<file path="src/design/compacting_list_store_macros.svh">
// ----------------------------------------------------------------------------
// compacting_list_store_macros.svh
// Assertion shorthands, clocked on clk_i and disabled during reset.
// ----------------------------------------------------------------------------
`ifndef COMPACTING_LIST_STORE_MACROS_SVH
`define COMPACTING_LIST_STORE_MACROS_SVH

// same-cycle implication
`define CLM_ASSERT_IMP(lbl, ante, cons, msg) \
  lbl: assert property (@(posedge clk_i) disable iff (!rst_ni) (ante) |-> (cons)) \
    else $error(msg);

// next-cycle implication
`define CLM_ASSERT_NXT(lbl, ante, cons, msg) \
  lbl: assert property (@(posedge clk_i) disable iff (!rst_ni) (ante) |=> (cons)) \
    else $error(msg);

`endif

</file>
<file path="src/design/clm_pkg.sv">
// ----------------------------------------------------------------------------
// clm_pkg
// Types and constants shared by the list store and its cells.
// ----------------------------------------------------------------------------
package clm_pkg;

  localparam int unsigned DepthDefault = 16;
  localparam int unsigned IdxW         = 10;
  localparam int unsigned DataW        = 32;
  localparam int unsigned CountOutW    = 5;

  typedef enum logic [1:0] {
    OP_APPEND = 2'd0,
    OP_GET    = 2'd1,
    OP_REMOVE = 2'd2,
    OP_CLEAR  = 2'd3
  } clm_op_e;

  typedef struct packed {
    clm_op_e              opcode;
    logic [IdxW-1:0]      index;
    logic [DataW-1:0]     value;
  } clm_in_t;

  typedef struct packed {
    logic [DataW-1:0]     read_value;
    logic                 ok;
    logic [CountOutW-1:0] count;
    logic                 is_empty;
  } clm_out_t;

  // per-cycle command broadcast to every cell
  typedef struct packed {
    logic append_en;
    logic remove_en;
    logic capture_en;
    logic shift_en;
  } clm_cell_cmd_t;

endpackage

</file>
<file path="src/design/clm_cell.sv">
// ----------------------------------------------------------------------------
// clm_cell
// One list slot: holds its entry, takes its upper neighbor's entry on a
// remove, and carries one stage of the read chain toward slot zero.
// ----------------------------------------------------------------------------
module clm_cell import clm_pkg::*; #(
  parameter int unsigned Pos    = 0,
  parameter int unsigned CountW = 5
) (
  input  logic                clk_i,
  input  clm_cell_cmd_t       cmd_i,
  input  logic [IdxW-1:0]     index_i,
  input  logic [CountW-1:0]   count_i,
  input  logic [DataW-1:0]    value_i,
  input  logic [DataW-1:0]    next_entry_i,
  input  logic [DataW-1:0]    next_rd_i,
  output logic [DataW-1:0]    entry_o,
  output logic [DataW-1:0]    rd_o
);

  logic [DataW-1:0] entry_q, entry_d;
  logic [DataW-1:0] rd_q, rd_d;
  logic             hit;
  logic             at_tail;
  logic             take_next;

  assign hit       = (index_i == IdxW'(Pos));
  assign at_tail   = (count_i == CountW'(Pos));
  // slots from the removed one up to the second-to-last move down
  assign take_next = (index_i <= IdxW'(Pos)) && (CountW'(Pos + 1) < count_i);

  always_comb begin
    entry_d = entry_q;
    if (cmd_i.append_en && at_tail) begin
      entry_d = value_i;
    end else if (cmd_i.remove_en && take_next) begin
      entry_d = next_entry_i;
    end
  end

  always_comb begin
    rd_d = rd_q;
    if (cmd_i.capture_en) begin
      rd_d = hit ? entry_q : '0;
    end else if (cmd_i.shift_en) begin
      rd_d = next_rd_i;
    end
  end

  always_ff @(posedge clk_i) begin
    entry_q <= entry_d;
    rd_q    <= rd_d;
  end

  assign entry_o = entry_q;
  assign rd_o    = rd_q;

endmodule

</file>
<file path="src/design/compacting_list_store.sv">
// ----------------------------------------------------------------------------
// compacting_list_store - ordered list store built as a row of slot cells
// Append, clear, a failed get/remove and a hit at index 0: one word per cycle
// while the output is not stalled. A get/remove hit at index k: the read word walks
// down the cell chain one slot per cycle to slot zero, and the next word is taken
// when it leaves. Reset (rst_ni low) empties the list.
// ----------------------------------------------------------------------------
`include "compacting_list_store_macros.svh"

module compacting_list_store import clm_pkg::*; #(
  parameter int unsigned Depth = DepthDefault
) (
  input  logic     clk_i,
  input  logic     rst_ni,
  input  logic     in_valid_i,
  output logic     in_ready_o,
  input  clm_in_t  in_data_i,
  output logic     out_valid_o,
  input  logic     out_ready_i,
  output clm_out_t out_data_o
);

  localparam int unsigned CountW = $clog2(Depth + 1);
  localparam int unsigned CntW   = $clog2(Depth);
  localparam int unsigned CmpW   = (CountW > IdxW) ? CountW : IdxW;

  logic [CountW-1:0]    count_q, count_d;
  logic                 busy_q, busy_d;
  logic [CntW-1:0]      cnt_q, cnt_d;
  logic                 pend_read_q, pend_read_d;
  logic                 pend_ok_q, pend_ok_d;
  logic [CountOutW-1:0] pend_count_q, pend_count_d;
  logic                 pend_empty_q, pend_empty_d;
  logic                 out_valid_q, out_valid_d;
  clm_out_t             out_data_q, out_data_d;

  logic                 in_acc;
  logic                 out_free;
  logic                 done;
  logic                 full;
  logic                 idx_ok;
  logic                 op_ok;
  clm_cell_cmd_t        cmd;

  logic                 app_full_acc;
  logic                 clear_acc;
  logic [CountW-1:0]    count_dec;

  logic [DataW-1:0]     entry_w [Depth];
  logic [DataW-1:0]     rd_w    [Depth];

  assign out_free   = !out_valid_q || out_ready_i;
  assign done       = busy_q && (cnt_q == '0) && out_free;
  assign in_ready_o = !busy_q || done;
  assign in_acc     = in_valid_i && in_ready_o;

  assign full   = (count_q == CountW'(Depth));
  assign idx_ok = (CmpW'(in_data_i.index) < CmpW'(count_q));

  always_comb begin
    cmd            = '0;
    cmd.append_en  = in_acc && (in_data_i.opcode == OP_APPEND) && !full;
    cmd.remove_en  = in_acc && (in_data_i.opcode == OP_REMOVE) && idx_ok;
    cmd.capture_en = in_acc && idx_ok &&
                     ((in_data_i.opcode == OP_GET) || (in_data_i.opcode == OP_REMOVE));
    cmd.shift_en   = busy_q && (cnt_q != '0);
  end

  always_comb begin
    count_d = count_q;
    op_ok   = 1'b0;
    unique case (in_data_i.opcode)
      OP_APPEND: begin
        op_ok = !full;
        if (!full) count_d = count_q + CountW'(1);
      end
      OP_GET: begin
        op_ok = idx_ok;
      end
      OP_REMOVE: begin
        op_ok = idx_ok;
        if (idx_ok) count_d = count_q - CountW'(1);
      end
      OP_CLEAR: begin
        op_ok   = 1'b1;
        count_d = '0;
      end
      default: begin
        op_ok = 1'b0;
      end
    endcase
    if (!in_acc) count_d = count_q;
  end

  always_comb begin
    busy_d       = busy_q;
    cnt_d        = cnt_q;
    pend_read_d  = pend_read_q;
    pend_ok_d    = pend_ok_q;
    pend_count_d = pend_count_q;
    pend_empty_d = pend_empty_q;
    if (in_acc) begin
      busy_d       = 1'b1;
      cnt_d        = cmd.capture_en ? in_data_i.index[CntW-1:0] : '0;
      pend_read_d  = cmd.capture_en;
      pend_ok_d    = op_ok;
      pend_count_d = CountOutW'(count_d);
      pend_empty_d = (count_d == '0);
    end else if (done) begin
      busy_d = 1'b0;
    end else if (cmd.shift_en) begin
      cnt_d = cnt_q - CntW'(1);
    end
  end

  always_comb begin
    out_valid_d = out_valid_q;
    out_data_d  = out_data_q;
    if (done) begin
      out_valid_d           = 1'b1;
      out_data_d.read_value = pend_read_q ? rd_w[0] : '0;
      out_data_d.ok         = pend_ok_q;
      out_data_d.count      = pend_count_q;
      out_data_d.is_empty   = pend_empty_q;
    end else if (out_ready_i) begin
      out_valid_d = 1'b0;
    end
  end

  always_ff @(posedge clk_i or negedge rst_ni) begin
    if (!rst_ni) begin
      count_q     <= '0;
      busy_q      <= 1'b0;
      cnt_q       <= '0;
      out_valid_q <= 1'b0;
    end else begin
      count_q     <= count_d;
      busy_q      <= busy_d;
      cnt_q       <= cnt_d;
      out_valid_q <= out_valid_d;
    end
  end

  always_ff @(posedge clk_i) begin
    pend_read_q  <= pend_read_d;
    pend_ok_q    <= pend_ok_d;
    pend_count_q <= pend_count_d;
    pend_empty_q <= pend_empty_d;
    out_data_q   <= out_data_d;
  end

  for (genvar i = 0; i < Depth; i++) begin : g_cell
    logic [DataW-1:0] next_entry;
    logic [DataW-1:0] next_rd;
    if (i == Depth - 1) begin : g_last
      assign next_entry = '0;
      assign next_rd    = '0;
    end else begin : g_mid
      assign next_entry = entry_w[i+1];
      assign next_rd    = rd_w[i+1];
    end
    clm_cell #(
      .Pos    (i),
      .CountW (CountW)
    ) u_cell (
      .clk_i        (clk_i),
      .cmd_i        (cmd),
      .index_i      (in_data_i.index),
      .count_i      (count_q),
      .value_i      (in_data_i.value),
      .next_entry_i (next_entry),
      .next_rd_i    (next_rd),
      .entry_o      (entry_w[i]),
      .rd_o         (rd_w[i])
    );
  end

  assign out_valid_o = out_valid_q;
  assign out_data_o  = out_data_q;

  assign app_full_acc = in_acc && (in_data_i.opcode == OP_APPEND) && full;
  assign clear_acc    = in_acc && (in_data_i.opcode == OP_CLEAR);
  assign count_dec    = count_q - CountW'(1);

  `CLM_ASSERT_NXT(a_full_append_holds, app_full_acc, $stable(count_q), "full append moved count")
  `CLM_ASSERT_NXT(a_remove_decrements, cmd.remove_en, count_q == $past(count_dec), "count off")
  `CLM_ASSERT_NXT(a_clear_empties, clear_acc, count_q == '0, "clear left entries")
  `CLM_ASSERT_IMP(a_no_accept_in_walk, cmd.shift_en, !in_ready_o, "word taken mid walk")

endmodule
</file>
<file path="config.mk">
export PLATFORM = sky130hd
export DESIGN_NAME = compacting_list_store
export DESIGN_NICKNAME = d
export VERILOG_FILES = /design/src/design/clm_pkg.sv /design/src/design/clm_cell.sv /design/src/design/compacting_list_store.sv
export VERILOG_INCLUDE_DIRS = /design/src /design/src/design
export SDC_FILE = /design/constraint.sdc
export NUM_CORES = 2
export LEC_CHECK = 0
export BUFFER_PORTS_ARGS = -buffer_cell sky130_fd_sc_hd__buf_2
export CAP_MARGIN = 20
export CORE_ASPECT_RATIO = 1.2
export CORE_MARGIN = 2
export CORE_UTILIZATION = 40
export DETAILED_ROUTE_END_ITERATION = 10
export GPL_TIMING_DRIVEN = 0
export SYNTH_ARGS = -nofsm -noshare
export SYNTH_HDL_FRONTEND = slang
export SYNTH_HIERARCHICAL = 1
export SYNTH_SLANG_ARGS = --single-unit
</file>
<file path="constraint.sdc">
create_clock -name clk_i -period 8.85 [get_ports clk_i]
set_clock_uncertainty 0.1 [all_clocks]
set_input_delay 1.77 -clock clk_i [delete_from_list [all_inputs] [get_ports clk_i]]
set_output_delay 1.77 -clock clk_i [all_outputs]
set_load 0.03 [all_outputs]
</file>
* After elaboration in Yosys (flattened, before gate mapping)
Index checks and enable logic that the tools add are counted.
Widths: inputs -> output; s select.
** Word-level totals
- Flip-flop bits (word level) :: 1082
- Input port bits :: 48
- Output and inout port bits :: 41
- Logic and storage cells :: 300
** Cells by class
- Add/subtract/negate cells :: 3
- $lt $le $gt $ge :: 33
- Equal/unequal tests :: 35
- Mux-type cells :: 93
- Reductions and logical operators :: 92
** Operator list (count)
- $mux 32 :: 80
- $eq 10x4->1 const B :: 8
- $le 10x4->1 const B :: 8
- $logic_and 1x1->1 :: 58
- $eq 10x3->1 const B :: 4
- $eq 5x4->1 const B :: 8
- $le 10x3->1 const B :: 4
- $lt 4x5->1 const A :: 8
- $reduce_bool 2->1 :: 20
- $eq 10x2->1 const B :: 2
- $eq 5x3->1 const B :: 4
- $le 10x1->1 const B :: 2
- $le 10x2->1 const B :: 2
- $lt 3x5->1 const A :: 4
- $mux 4 :: 4
- $mux 5 :: 3
- $pmux 5 s3 :: 1
- $eq 10x1->1 const B :: 1
- $eq 5x2->1 const B :: 2
- $logic_not 10->1 :: 1
- $logic_not 5->1 :: 2
- $lt 10x5->1 :: 1
- $lt 2x5->1 const A :: 2
- $add 5x1->5 const B :: 1
- 18 further kinds :: 26

* Logic depth before layout (Yosys ltp)
- Depth after elaboration :: 10
- Mapped depth :: 14
- Gate-level depth less buffers :: 11

* Hierarchy
The synthesis kept the hierarchy.
** Modules (own cells, without submodules)
- clm_cell at g_cell[11].u_cell :: instances 1, cells an instance 217, area an instance 3109.2 µm²
- clm_cell at g_cell[3].u_cell :: instances 1, cells an instance 215, area an instance 3089.2 µm²
- clm_cell at g_cell[13].u_cell :: instances 1, cells an instance 217, area an instance 3066.7 µm²
- clm_cell at g_cell[0].u_cell :: instances 1, cells an instance 183, area an instance 3054.2 µm²
- clm_cell at g_cell[8].u_cell :: instances 1, cells an instance 217, area an instance 3009.1 µm²
- clm_cell at g_cell[10].u_cell :: instances 1, cells an instance 217, area an instance 3006.6 µm²
- clm_cell at g_cell[12].u_cell :: instances 1, cells an instance 218, area an instance 2990.4 µm²
- clm_cell at g_cell[5].u_cell :: instances 1, cells an instance 216, area an instance 2985.4 µm²
- clm_cell at g_cell[15].u_cell :: instances 1, cells an instance 185, area an instance 2927.8 µm²
- clm_cell at g_cell[14].u_cell :: instances 1, cells an instance 183, area an instance 2917.8 µm²
- clm_cell at g_cell[1].u_cell :: instances 1, cells an instance 217, area an instance 2899.0 µm²
- clm_cell at g_cell[9].u_cell :: instances 1, cells an instance 218, area an instance 2885.3 µm²
- clm_cell at g_cell[2].u_cell :: instances 1, cells an instance 149, area an instance 2772.7 µm²
- clm_cell at g_cell[6].u_cell :: instances 1, cells an instance 149, area an instance 2753.9 µm²
- 3 more rows

* Worst setup path after synthesis
Ideal clock, no wire load.
- Path kind :: in2reg
- Start point :: input port in_data_i[36] in the netlist's numbering
- End point :: register g_cell[4].u_cell.entry_q[0] (enable)
- Library setup time :: 0.511 ns
- Arrival time :: 6.834 ns
- Required time :: 8.239 ns
- Setup slack :: 1.406 ns
- Cell stages on the path :: 7
- Path buffers :: 0
- Path through :: ha_1 > a211oi_1 > and2_4 > o21ai_4 > nor3_1 > nand2_1 > o41ai_1
** RTL lines
- from (decl) :: line compacting_list_store.sv:17 : input clm_in_t in_data_i,
- to (signal assigned) :: line clm_cell.sv:51 : entry_q <= entry_d;
- to (decl) :: line clm_cell.sv:21 : logic [DataW-1:0] entry_q, entry_d;

==> results.md <==
- Status: complete, no violations
- Largest net degree at the start of global routing: 37
- Worst-case vdd ir drop: 0.163 mV
- Final hold slack: 311 ps
- Arr. time, crit path: 5590 ps
- Crit path time final: 5390 ps
- Initial antenna violation count: 0
- Tcrit/Tclk final: 60.9%
- Synthesized area per cell: 15.0 µm²
- Via count: 25,467
- Number of synthesized flops with an enable pin: 1,071
- Worst R2R Start: count_q[4]
- Setup violators final: 0
- GRT Total Usage: 14.6%
- Area grow syn2layout: 13.9%
- Synth area leader: edfxtp_1
- Filler cells: 10,985
- H-tree level count: 3
- Crit path launch type: input pin
- GRT overflow: 0
- Commonest non-fill, non-tap cell in the layout: edfxtp_1
- Insertion delay to the later sink of the worst-skew pair: 680 ps
- Core area: 123,000 µm²
- Setup Crit Path Kind: input pin to flop
- Critical Path RT: 9050 ps
- CP endpoint: g_cell[0].u_cell/rd_o[12]
- Pleak: 20.4 nW
- Post-layout nets: 3,648
- Yosys warnings: 6
- CTS Sinks: 1,082
- Flop and latch count out of synthesis: 1,082
- Fmax: 186 MHz
- R2R Path End: g_cell[0].u_cell/rd_o[12]
- Antenna Cells: 0
- Cell area after synthesis: 49,700 µm²
- CP endpoint kind: flop
- RePlAce Congestion: 0.779
- TritonCTS Buffers: 115
- Die width: 326 µm
- Top cell type's share of synthesized area: 64.7%
- Max cap viols: 0
- Crit. Startpoint: in_data_i[34]
- Post-CTS Hold Buffers: 0
- Register area: 32,400 µm²
- PD cells: 272 nW/µm²
- Area contributors post-synth: edfxtp_1 (65%), mux2_2 (7.2%), mux2_4 (5.3%)
- Postcts setup bufs: 0
- First-pass GRT wire length: 148,000 µm
- Die Area: 127,000 µm²
- Max FO, Critical Path: 32
- Row cnt: 141
- CTS tree: done
- DR DRC count: 0
- Initial Util: 40.3%
- Yosys cell types: 86
- Max Buffers Root-to-Sink: 3
- Fin Setup TNS: 0 ps
- Share of cells above drive strength 1: 31.2%
- Root buffer cell: clkbuf_16
- # IOs: 89
- Drt initial violations: 1,201
- Multi-input combinational cell area: 15,100 µm²
- R2R setup slack: 3560 ps
- Drt total wl: 92,200 µm
- CTS clk-pin slew, worst paths: 60 ps
- Sequential area share after synthesis: 65.3%
- Worst slew pin tran: 958 ps
- Post-DR wirelength/cell: 17.3 µm
- Util after Layout: 45.9%
- # resized after CTS: 0
- Worst Reg-to-Reg Cells: 11
- RSZ-0062 raised after global routing: no
- Commonest cells after routing, fill and taps aside: edfxtp_1 (1,071), mux2_2 (316), nand2_1 (309)
- Setup ws final: 3460 ps
- Detailed Place HPWL: 69,900 µm
- HP Class: flop to flop
- Hold Violations, Final: 0
- Synth Flop Type: edfxtp_1
- DIE HEIGHT: 390 µm
- Setup WS pre-CTS: 2800 ps
- Final slew viol count: 0
- Post-synth ARST share: 1.02%
- Vias in the first global route: 27,173
- Synthesized netlist cell count: 3,302
- Antenna Nets Post-Route: 0
- Port Buffers: 88
- Drt pass-1 iters: 5
- Via-to-Cell Ratio: 4.78
- Rel. slew slack: 36.1%
==> cell families (layout without fill, tap and decap cells) <==
group                    after synthesis  after routing  synth area share [%]
XOR/XNOR                               1              1                0.0176
multiplexers                         514            514                  13.0
AO/OA/AOI/OAI                        577            577                  9.70
buffers and inverters                510            830                  4.98
flip-flops                          1082           1082                  65.3
other                                  1             64               0.00755
AND/OR/NAND/NOR                      606            606                  6.78
adder cells (fa/ha/maj)               11             11                 0.277
==> state kept, by name (all words and copies together), names as in the netlist, 4 cells and up <==
signal,cells
out_data_o,39
g_cell.u_cell/rd_o,512
g_cell.u_cell/entry_o,512
pend_count_q,5
cnt_q,4
count_q,5
==> stage by stage <==
stage / total power [mW] / cell area (µm²) / instances
2_1_floorplan: 10.1 / 49900 / 3365
3_3_place_gp: 10.7 / 52400 / 5097
3_5_place_dp: 10.9 / 52900 / 5116
4_1_cts: 15.6 / 56600 / 5329
5_1_grt: 16.2 / 56600 / 5329
6_report: 15.4 / 56600 / 5329
==> layout make-up <==
type                       count  area share (%)
inverter                     307            2.04
clock buffer                 155            5.59
buffer                       203            2.33
sequential                  1082            57.3
clock inverter                58           0.904
tap                         1644            3.64
timing repair buffer         107            1.39
multi-input combinational   1773            26.8
==> Yosys cell counts (all sizes together) (12+ instances only) <==
| library cell | count |
|---|---|
| a22o | 130 |
| clkbuf | 89 |
| mux2 | 512 |
| nand3 | 23 |
| nor3 | 16 |
| o21ai | 12 |
| edfxtp | 1071 |
| buf | 114 |
| o22ai | 289 |
| nand2 | 309 |
| nor4 | 21 |
| nor2b | 100 |
| a31o | 97 |
| nor2 | 16 |
| inv | 307 |
| or2 | 21 |
| or4 | 13 |
| and2 | 35 |
==> worst max-delay path, stage by stage <==
cell and delay (ps):
buf_2 480, ha_1 350, a21oi_1 160, o21ai_0 140
a21oi_1 350, and3_2 410, buf_12 250, clkbuf_1 360
clkbuf_1 510, or2_2 700
==> metal layers <==
layer	GRT usage (%)	vias to the layer above	part of all wire, %
met3	2.41	157	3.4
met1	16.2	11865	40
met4	4.63	0	2.9
li1	-	13016	-
met5	0	-	0
met2	28.2	429	54
==> worst min-delay path by stage <==
stage,slack [ps],startpoint,cells past startpoint,endpoint
2_1_floorplan,300,pend_empty_q,0,out_data_o[0]
3_3_place_gp,300,pend_count_q[0],0,out_data_o[1]
3_5_place_dp,300,pend_count_q[0],0,out_data_o[1]
4_1_cts,310,pend_ok_q,0,out_data_o[6]
5_1_grt,320,pend_count_q[4],0,out_data_o[5]
6_report,310,pend_ok_q,0,out_data_o[6]
==> where the power goes <==
group,total (mW),switching (mW),internal [mW]
sequential,8.07,0.392,7.68
combinational,2.70,1.55,1.15
clock,4.63,1.88,2.75
Note: power is estimated with default switching activity, not from simulation.
